<file path="src/rtl/core/gpt_pkg.sv">
package gpt_pkg;

  localparam int PIN_W      = 6;
  localparam int DUR_W      = 32;
  localparam int CMD_W      = 2;
  localparam int PIN_REGS   = 4;
  localparam int PIN_IDX_W  = $clog2(PIN_REGS);
  localparam int CFG_IDX_W  = 3;
  localparam int CFG_DATA_W = PIN_W;
  localparam int OUT_CH     = 4;
  localparam int CHANNELS_DEF = 4;

  localparam logic [CMD_W-1:0] CMD_SET   = 2'd0;
  localparam logic [CMD_W-1:0] CMD_PULSE = 2'd1;
  localparam logic [CMD_W-1:0] CMD_TICK  = 2'd2;

  // decoded command for the channels; set and pulse are qualified by match, pulse also by duration
  typedef struct packed {
    logic set;
    logic pulse;
    logic tick;
  } gpt_ctl_t;

endpackage

</file>
<file path="src/rtl/core/gpt_in_if.sv">
interface gpt_in_if import gpt_pkg::*; ();
  logic             valid;
  logic             ready;
  logic [CMD_W-1:0] cmd;
  logic [PIN_W-1:0] pin;
  logic             value;
  logic [DUR_W-1:0] duration;

  modport source (output valid, cmd, pin, value, duration, input ready);
  modport sink   (input valid, cmd, pin, value, duration, output ready);
endinterface

</file>
<file path="src/rtl/core/gpt_out_if.sv">
interface gpt_out_if import gpt_pkg::*; ();
  logic              valid;
  logic              ready;
  logic              accepted;
  logic [OUT_CH-1:0] levels;
  logic [OUT_CH-1:0] pulses_active;

  modport source (output valid, accepted, levels, pulses_active, input ready);
  modport sink   (input valid, accepted, levels, pulses_active, output ready);
endinterface

</file>
<file path="src/rtl/core/gpio_pulse_timer.sv">
// An accepted beat goes into the input register, then into the result register.
// Throughput: one beat per cycle unless out_ch.ready stalls the result register;
// the channel state registers update between the input and result registers.
// Reset (rst_n, synchronous, active low): all levels low, no pulses running,
// pin registers back to 0..3, both pipeline registers empty.
module gpio_pulse_timer import gpt_pkg::*; #(
  parameter int CHANNELS = CHANNELS_DEF
) (
  input  logic                  clk,
  input  logic                  rst_n,
  gpt_in_if.sink                in_ch,
  gpt_out_if.source             out_ch,
  input  logic                  cfg_we,
  input  logic [CFG_IDX_W-1:0]  cfg_idx,
  input  logic [CFG_DATA_W-1:0] cfg_wdata
);

  logic [PIN_W-1:0]    pin_r [PIN_REGS];

  logic                s1_v_r;
  logic [CMD_W-1:0]    s1_cmd_r;
  logic [PIN_W-1:0]    s1_pin_r;
  logic                s1_value_r;
  logic [DUR_W-1:0]    s1_dur_r;

  logic                out_v_r;
  logic                out_acc_r;
  logic [OUT_CH-1:0]   out_lvl_r;
  logic [OUT_CH-1:0]   out_pls_r;

  logic                adv;
  logic                step;
  logic                in_fire;
  logic [CHANNELS-1:0] hit;
  logic                any_hit;
  gpt_ctl_t            ctl;
  logic [CHANNELS-1:0] lvl_nxt;
  logic [CHANNELS-1:0] pls_nxt;
  logic [OUT_CH-1:0]   lvl_out;
  logic [OUT_CH-1:0]   pls_out;

  // config registers
  always_ff @(posedge clk) begin
    if (!rst_n) begin
      for (int i = 0; i < PIN_REGS; i++) begin
        pin_r[i] <= PIN_W'(i);
      end
    end else if (cfg_we && (cfg_idx < CFG_IDX_W'(PIN_REGS))) begin
      pin_r[cfg_idx[PIN_IDX_W-1:0]] <= cfg_wdata[PIN_W-1:0];
    end
  end

  // handshake: result register frees when empty or taken
  assign adv          = !out_v_r || out_ch.ready;
  assign step         = s1_v_r && adv;
  assign in_ch.ready  = !s1_v_r || adv;
  assign in_fire      = in_ch.valid && in_ch.ready;

  always_ff @(posedge clk) begin
    if (!rst_n) begin
      s1_v_r <= 1'b0;
    end else if (in_ch.ready) begin
      s1_v_r <= in_ch.valid;
    end
  end

  always_ff @(posedge clk) begin
    if (in_fire) begin
      s1_cmd_r   <= in_ch.cmd;
      s1_pin_r   <= in_ch.pin;
      s1_value_r <= in_ch.value;
      s1_dur_r   <= in_ch.duration;
    end
  end

  gpt_match #(.CHANNELS(CHANNELS)) u_match (
    .pin      (s1_pin_r),
    .pin_regs (pin_r),
    .hit      (hit),
    .any_hit  (any_hit)
  );

  assign ctl.set   = (s1_cmd_r == CMD_SET) && any_hit;
  assign ctl.pulse = (s1_cmd_r == CMD_PULSE) && any_hit && (s1_dur_r != '0);
  assign ctl.tick  = (s1_cmd_r == CMD_TICK);

  for (genvar c = 0; c < CHANNELS; c++) begin : g_chan
    gpt_chan u_chan (
      .clk       (clk),
      .rst_n     (rst_n),
      .en        (step),
      .ctl       (ctl),
      .sel       (hit[c]),
      .value     (s1_value_r),
      .duration  (s1_dur_r),
      .level_nxt (lvl_nxt[c]),
      .pulse_nxt (pls_nxt[c])
    );
  end

  for (genvar b = 0; b < OUT_CH; b++) begin : g_out
    if (b < CHANNELS) begin : g_live
      assign lvl_out[b] = lvl_nxt[b];
      assign pls_out[b] = pls_nxt[b];
    end else begin : g_none
      assign lvl_out[b] = 1'b0;
      assign pls_out[b] = 1'b0;
    end
  end

  always_ff @(posedge clk) begin
    if (!rst_n) begin
      out_v_r <= 1'b0;
    end else if (adv) begin
      out_v_r <= s1_v_r;
    end
  end

  always_ff @(posedge clk) begin
    if (step) begin
      out_acc_r <= ctl.set || ctl.pulse || ctl.tick;
      out_lvl_r <= lvl_out;
      out_pls_r <= pls_out;
    end
  end

  assign out_ch.valid         = out_v_r;
  assign out_ch.accepted      = out_acc_r;
  assign out_ch.levels        = out_lvl_r;
  assign out_ch.pulses_active = out_pls_r;

  a_hit_onehot: assert property (@(posedge clk) disable iff (!rst_n)
    $onehot0(hit))
    else $error("more than one channel selected");

  a_stall_only_when_full: assert property (@(posedge clk) disable iff (!rst_n)
    !in_ch.ready |-> s1_v_r && out_v_r && !out_ch.ready)
    else $error("input stalled with room in the pipeline");

  a_s1_hold: assert property (@(posedge clk) disable iff (!rst_n)
    s1_v_r && !adv |=> s1_v_r && $stable(s1_cmd_r) && $stable(s1_pin_r))
    else $error("input register changed while stalled");

endmodule

</file>
<file path="src/rtl/core/gpt_match.sv">
module gpt_match import gpt_pkg::*; #(
  parameter int CHANNELS = CHANNELS_DEF
) (
  input  logic [PIN_W-1:0]    pin,
  input  logic [PIN_W-1:0]    pin_regs [PIN_REGS],
  output logic [CHANNELS-1:0] hit,
  output logic                any_hit
);

  logic [CHANNELS-1:0] match;

  for (genvar c = 0; c < CHANNELS; c++) begin : g_cmp
    if (c < PIN_REGS) begin : g_reg
      assign match[c] = (pin_regs[c] == pin);
    end else begin : g_fixed
      // channels without a register answer to their own number
      assign match[c] = (pin == PIN_W'(c));
    end
  end

  // keep only the lowest matching channel
  assign hit     = match & ~(match - CHANNELS'(1));
  assign any_hit = |match;

endmodule

</file>
<file path="src/rtl/core/gpt_chan.sv">
module gpt_chan import gpt_pkg::*; (
  input  logic             clk,
  input  logic             rst_n,
  input  logic             en,
  input  gpt_ctl_t         ctl,
  input  logic             sel,
  input  logic             value,
  input  logic [DUR_W-1:0] duration,
  output logic             level_nxt,
  output logic             pulse_nxt
);

  logic             level_r;
  logic             restore_r;
  logic             pulse_r;
  logic [DUR_W-1:0] rem_r;
  logic             restore_nxt;
  logic [DUR_W-1:0] rem_nxt;
  logic [DUR_W-1:0] rem_dec;

  assign rem_dec = (rem_r != '0) ? rem_r - DUR_W'(1) : rem_r;

  always_comb begin
    level_nxt   = level_r;
    restore_nxt = restore_r;
    pulse_nxt   = pulse_r;
    rem_nxt     = rem_r;
    if (ctl.set && sel) begin
      level_nxt = value;
      pulse_nxt = 1'b0;
    end else if (ctl.pulse && sel) begin
      // a retrigger keeps the level saved by the first pulse
      if (!pulse_r) begin
        restore_nxt = level_r;
      end
      level_nxt = value;
      rem_nxt   = duration;
      pulse_nxt = 1'b1;
    end else if (ctl.tick && pulse_r) begin
      rem_nxt = rem_dec;
      if (rem_dec == '0) begin
        level_nxt = restore_r;
        pulse_nxt = 1'b0;
      end
    end
  end

  always_ff @(posedge clk) begin
    if (!rst_n) begin
      level_r <= 1'b0;
      pulse_r <= 1'b0;
    end else if (en) begin
      level_r <= level_nxt;
      pulse_r <= pulse_nxt;
    end
  end

  always_ff @(posedge clk) begin
    if (en) begin
      restore_r <= restore_nxt;
      rem_r     <= rem_nxt;
    end
  end

  a_pulse_has_time: assert property (@(posedge clk) disable iff (!rst_n)
    pulse_r |-> rem_r != '0)
    else $error("running pulse with zero remaining time");

  a_pulse_start: assert property (@(posedge clk) disable iff (!rst_n)
    en && !pulse_r && pulse_nxt |-> ctl.pulse && sel)
    else $error("pulse started without a pulse command");

endmodule
</file>
<file path="src/flat_wrapper.sv">
// flat-port wrapper written by rule: the top's interface ports become plain ports
module gpio_pulse_timer_flat import gpt_pkg::*;
#(
  parameter int CHANNELS = CHANNELS_DEF
)
  (clk, rst_n, cfg_we, cfg_idx, cfg_wdata, in_ch_valid, in_ch_cmd, in_ch_pin, in_ch_value, in_ch_duration, in_ch_ready, out_ch_valid, out_ch_accepted, out_ch_levels, out_ch_pulses_active, out_ch_ready);
  gpt_in_if in_ch_i ();
  gpt_out_if out_ch_i ();
  input  logic clk;
  input  logic rst_n;
  input  logic cfg_we;
  input  logic [CFG_IDX_W-1:0] cfg_idx;
  input  logic [CFG_DATA_W-1:0] cfg_wdata;
  input wire logic [$bits(in_ch_i.valid)-1:0] in_ch_valid;
  input wire logic [$bits(in_ch_i.cmd)-1:0] in_ch_cmd;
  input wire logic [$bits(in_ch_i.pin)-1:0] in_ch_pin;
  input wire logic [$bits(in_ch_i.value)-1:0] in_ch_value;
  input wire logic [$bits(in_ch_i.duration)-1:0] in_ch_duration;
  output wire logic [$bits(in_ch_i.ready)-1:0] in_ch_ready;
  output wire logic [$bits(out_ch_i.valid)-1:0] out_ch_valid;
  output wire logic [$bits(out_ch_i.accepted)-1:0] out_ch_accepted;
  output wire logic [$bits(out_ch_i.levels)-1:0] out_ch_levels;
  output wire logic [$bits(out_ch_i.pulses_active)-1:0] out_ch_pulses_active;
  input wire logic [$bits(out_ch_i.ready)-1:0] out_ch_ready;
  assign in_ch_i.valid = in_ch_valid;
  assign in_ch_i.cmd = in_ch_cmd;
  assign in_ch_i.pin = in_ch_pin;
  assign in_ch_i.value = in_ch_value;
  assign in_ch_i.duration = in_ch_duration;
  assign in_ch_ready = in_ch_i.ready;
  assign out_ch_valid = out_ch_i.valid;
  assign out_ch_accepted = out_ch_i.accepted;
  assign out_ch_levels = out_ch_i.levels;
  assign out_ch_pulses_active = out_ch_i.pulses_active;
  assign out_ch_i.ready = out_ch_ready;
  gpio_pulse_timer #(.CHANNELS(CHANNELS)) u_core (.clk(clk), .rst_n(rst_n), .in_ch(in_ch_i), .out_ch(out_ch_i), .cfg_we(cfg_we), .cfg_idx(cfg_idx), .cfg_wdata(cfg_wdata));
endmodule
</file>
<file path="config.mk">
export PLATFORM = sky130hd
export DESIGN_NAME = gpio_pulse_timer_flat
export DESIGN_NICKNAME = d
export VERILOG_FILES = /design/src/rtl/core/gpt_pkg.sv /design/src/rtl/core/gpt_in_if.sv /design/src/rtl/core/gpt_out_if.sv /design/src/rtl/core/gpio_pulse_timer.sv /design/src/rtl/core/gpt_match.sv /design/src/rtl/core/gpt_chan.sv /design/src/flat_wrapper.sv
export SDC_FILE = /design/constraint.sdc
export NUM_CORES = 1
export LEC_CHECK = 0
export BUFFER_PORTS_ARGS = -buffer_cell sky130_fd_sc_hd__buf_2
export CAP_MARGIN = 20
export CORE_MARGIN = 2
export CORE_UTILIZATION = 33
export CTS_CLUSTER_SIZE = 14
export DETAILED_ROUTE_END_ITERATION = 6
export GPL_TIMING_DRIVEN = 0
export RECOVER_POWER = 100
export SETUP_SLACK_MARGIN = 0.3
export SLEW_MARGIN = 20
export SYNTH_ARGS = -nofsm -noshare
export SYNTH_HDL_FRONTEND = slang
export SYNTH_SLANG_ARGS = --single-unit
</file>
<file path="constraint.sdc">
create_clock -name clk -period 7.25 [get_ports clk]
set_clock_uncertainty 0.05 [all_clocks]
set_input_delay 1.45 -clock clk [delete_from_list [all_inputs] [get_ports clk]]
set_output_delay 1.45 -clock clk [all_outputs]
set_load 0.03 [all_outputs]
</file>
==> results.py <==
metrics = {
    "power": {
        "power.total_mw": 2.82,
        "combPwrFrac": 0.034,
        "p_seq_frac": 0.503,
        "switchingPower_mw": 0.636,
        "powerDensity_nw_per_um2": 191,
        "pwr-share-clk": 0.462,
        "leakagePower_nw": 4.62,
        "p_sw_frac": 0.226,
        "intPower_mw": 2.18,
        "peakVddDrop_uv": 138,
    },
    "clock_tree": {
        "htree_levels": 1,
        "cts-buffers-inserted": 25,
        "clk_latency_ps": 560,
        "cts-root-buf": "clkbuf_16",
        "cts_setup_buffers": 0,
        "numClockSinks": 216,
        "cts_tree": "built",
        "ctsHoldBuffers": 0,
        "clk_pin_slew_ps": 60,
        "clock_path_buffers": 3,
        "cts_resized": 0,
    },
    "yosys": {
        "yosys_warnings": 0,
        "synth_cell_types": 69,
        "synth_top_cell_area_share": 0.422,
        "syn_inst": 1371,
        "ys_seq_area_frac": 0.475,
        "synth_fa_ha_area_frac": 0.00774,
        "synthMuxAreaShare": 0.0361,
        "synth_edf_count": 182,
        "synth_top_family_by_area": "simple AND/OR/NAND/NOR gates",
        "syn_area_per_cell_um2": 9.44,
        "ys_seq_elements": 216,
        "syn-num-nets": 1434,
        "async_reset_ff_frac": 0,
        "synth_flop_cell": "edfxtp_1",
        "synth_xor_area_frac": 0.0819,
        "synth-compound-area-share": 0.106,
        "synth_area_leader_cell": "edfxtp_1",
        "synth_simple_gate_area_frac": 0.264,
        "synth_area_leaders": "edfxtp_1, dfxtp_1, nor2_1",
        "syn_area_um2": 12900,
    },
    "sta": {
        "clock.fmax_ghz": 0.186,
        "fin_ws_ps": 1870,
        "fin_crit_sh": 0.742,
        "drv_slew": 24,
        "period_needed_ps": 5380,
        "rsz0062_at_grt": "no",
        "finalSetupViolations": 0,
        "tightestPinTransition_ps": 1640,
        "tns_ps": 0,
        "slew_headroom": -0.0942,
        "finalHoldViolations": 0,
    },
    "drt": {
        "drt_iter0_drc": 1125,
        "ant_nets": 0,
        "wl_per_cell_um": 20.7,
        "drc": 0,
        "drt-vias-per-instance": 5.62,
        "routed_wl_um": 41500,
        "vias": 11300,
        "first_pass_iters": 6,
    },
    "critical_path": {
        "crit_slowest_cell": "nor2_1",
        "cp_top_family": "buffers and inverters",
        "crit_top_cell": "clkbuf_1",
        "crit_type": "input pin to register",
        "cp.required_ps": 7360,
        "start_kind": "input pin",
        "r2r_slack_ps": 2190,
        "cp_num_buf_inv": 6,
        "cp_cell_sequence": "buf_2 -> nor2b_1 -> nand2b_1 -> clkbuf_1 -> inv_1 -> clkbuf_1 -> clkbuf_1 -> nand2_1 -> nor2_1 -> clkbuf_1",
        "max_stage_delay_ps": 920,
        "end_kind": "register",
        "worst-path-max-fanout": 19,
        "arrival_ps": 5480,
    },
    "finish": {
        "drive_gt1_frac": 0.0859,
        "syn2layout_area_growth_pct": 14.1,
        "multi_input_area_um2": 6400,
        "fill_cells": 3896,
        "antenna_cells": 0,
        "regArea_um2": 6150,
        "nNetsFinal": 1534,
    },
    "global_routing": {
        "antenna_found_initial": 0,
        "gr-usage-all-layers": 0.201,
        "grt_pass1_vias": 10700,
        "grt_pass1_wl_um": 63600,
        "grt_start_max_net_pins": 24,
        "grt-ovfl-total": 0,
    },
    "placed_design": {
        "pre_cts_ws_ps": 2420,
        "dp_hpwl_um": 29400,
        "routabilityCongestion": 0.938,
        "portBuffers": 64,
    },
    "die": {
        "die_w_um": 202,
        "start_util": 0.335,
        "ios": 66,
        "die-area_um2": 40800,
        "num_rows": 72,
        "die_h_um": 202,
        "fp.coreArea_um2": 38600,
    },
    "worst_hold_path": {
        "hold_class": "register to register",
    },
    "outcome": {
        "status": "finished with violations",
        "violations": "max-capacitance violations, max-slew violations",
    },
    "flow_run": {
        "drv_cap": 1,
    },
}
==> placed cells by master (no fill, tap or decap), types with 24 or more instances in the layout <==
master and instances:
or4_1 28, dfxtp_1 34, mux2i_1 32, nand3_1 33, xnor2_1 67, nor3_1 66, o21ai_0 78, nand2_1 135
nor4_1 61, nor2_1 174, a21oi_1 73, clkbuf_16 28, or3_1 24, buf_2 51, xor2_1 54, edfxtp_1 182
clkbuf_1 100
==> metrics by stage <==
| stage | utilization | std cells | instance area (um2) | hold WS (ps) |
|---|---|---|---|---|
| 2_1_floorplan | - | 1371 | 12900 | 399 |
| 3_3_place_gp | 0.360 | 1953 | 13900 | 412 |
| 3_5_place_dp | 0.364 | 1962 | 14100 | 424 |
| 4_1_cts | 0.386 | 2008 | 14900 | 436 |
| 5_1_grt | 0.382 | 2008 | 14800 | 448 |
| 6_report | 0.382 | 2008 | 14800 | 441 |
==> final cells by class <==
class	count	share of cell area
Buffer	74	0.0205
Clock buffer	43	0.0567
Clock inverter	3	0.00127
Inverter	20	0.00508
Multi-Input combinational cell	1061	0.434
Sequential cell	216	0.416
Tap cell	518	0.0439
Timing Repair Buffer	73	0.0227
==> power groups by stage <==
stage	Clock, mW	Sequential (mW)	Combinational, mW
2_1_floorplan	0	1.41	0.0527
4_1_cts	1.33	1.41	0.101
6_report	1.30	1.42	0.0967
3_5_place_dp	0	1.44	0.100
5_1_grt	1.37	1.42	0.107
3_3_place_gp	0	1.44	0.0951
==> cell usage after synthesis (5+ instances only) <==
library cell and count:
xor2_1 54, nor2b_1 5, o21a_1 6, or4_1 28, dfxtp_1 34, o211ai_1 8, a211oi_1 6, o31ai_1 5
nand2_1 135, mux2i_1 32, nand3b_1 18, mux2_2 13, nor4b_1 8, xnor2_1 67, and4_1 7, nor2_1 174
nor3b_1 12, or2_2 11, nand3_1 32, and3_1 10, ha_1 8, nand2b_1 13, clkbuf_1 67, nand4_1 19
nor4_1 61, edfxtp_1 182, a31oi_1 20, or3_1 24, nor3_1 64, and2_1 11, a21oi_1 73, o21ai_0 78
inv_1 19
==> final timing paths <==
path                                        start                           endpoint  cells after the start
setup / recovery                     out_ch_ready  u_core.g_chan[2].u_chan.rem_r[30]                     10
hold / removal    u_core.g_chan[2].u_chan.level_r  u_core.g_chan[2].u_chan.restore_r                      0
setup reg to reg              u_core.s1_dur_r[24]  u_core.g_chan[2].u_chan.rem_r[30]                      9
hold reg to reg   u_core.g_chan[2].u_chan.level_r  u_core.g_chan[2].u_chan.restore_r                      0
==> registers in the layout (all words and copies together), names as in the netlist, 2 cells and up <==
register / cells
u_core.g_chan.u_chan.pulse_r: 4
u_core.s1_pin_r: 6
u_core.out_ch.pulses_active: 4
u_core.g_chan.u_chan.level_r: 4
u_core.s1_dur_r: 32
u_core.pin_r: 24
u_core.g_chan.u_chan.restore_r: 4
u_core.s1_cmd_r: 2
u_core.g_chan.u_chan.rem_r: 128
u_core.out_ch.levels: 4
==> routing by layer <==
| layer | track usage | vias up | part of all wire |
|---|---|---|---|
| met4 | 0.0712 | 0 | 0.039 |
| met2 | 0.309 | 476 | 0.44 |
| met1 | 0.282 | 5433 | 0.44 |
| li1 | - | 5290 | - |
| met5 | 0 | - | 0 |
| met3 | 0.0377 | 89 | 0.082 |
==> kinds of logic after synthesis <==
group,Yosys count
DFF,216
muxes,45
buffers and inverters,94
and+or+nand+nor,656
adders and majority gates,8
xor gates and xnor gates,121
AOI/OAI and AO/OA,231
Power figures use the tool's default switching activity.
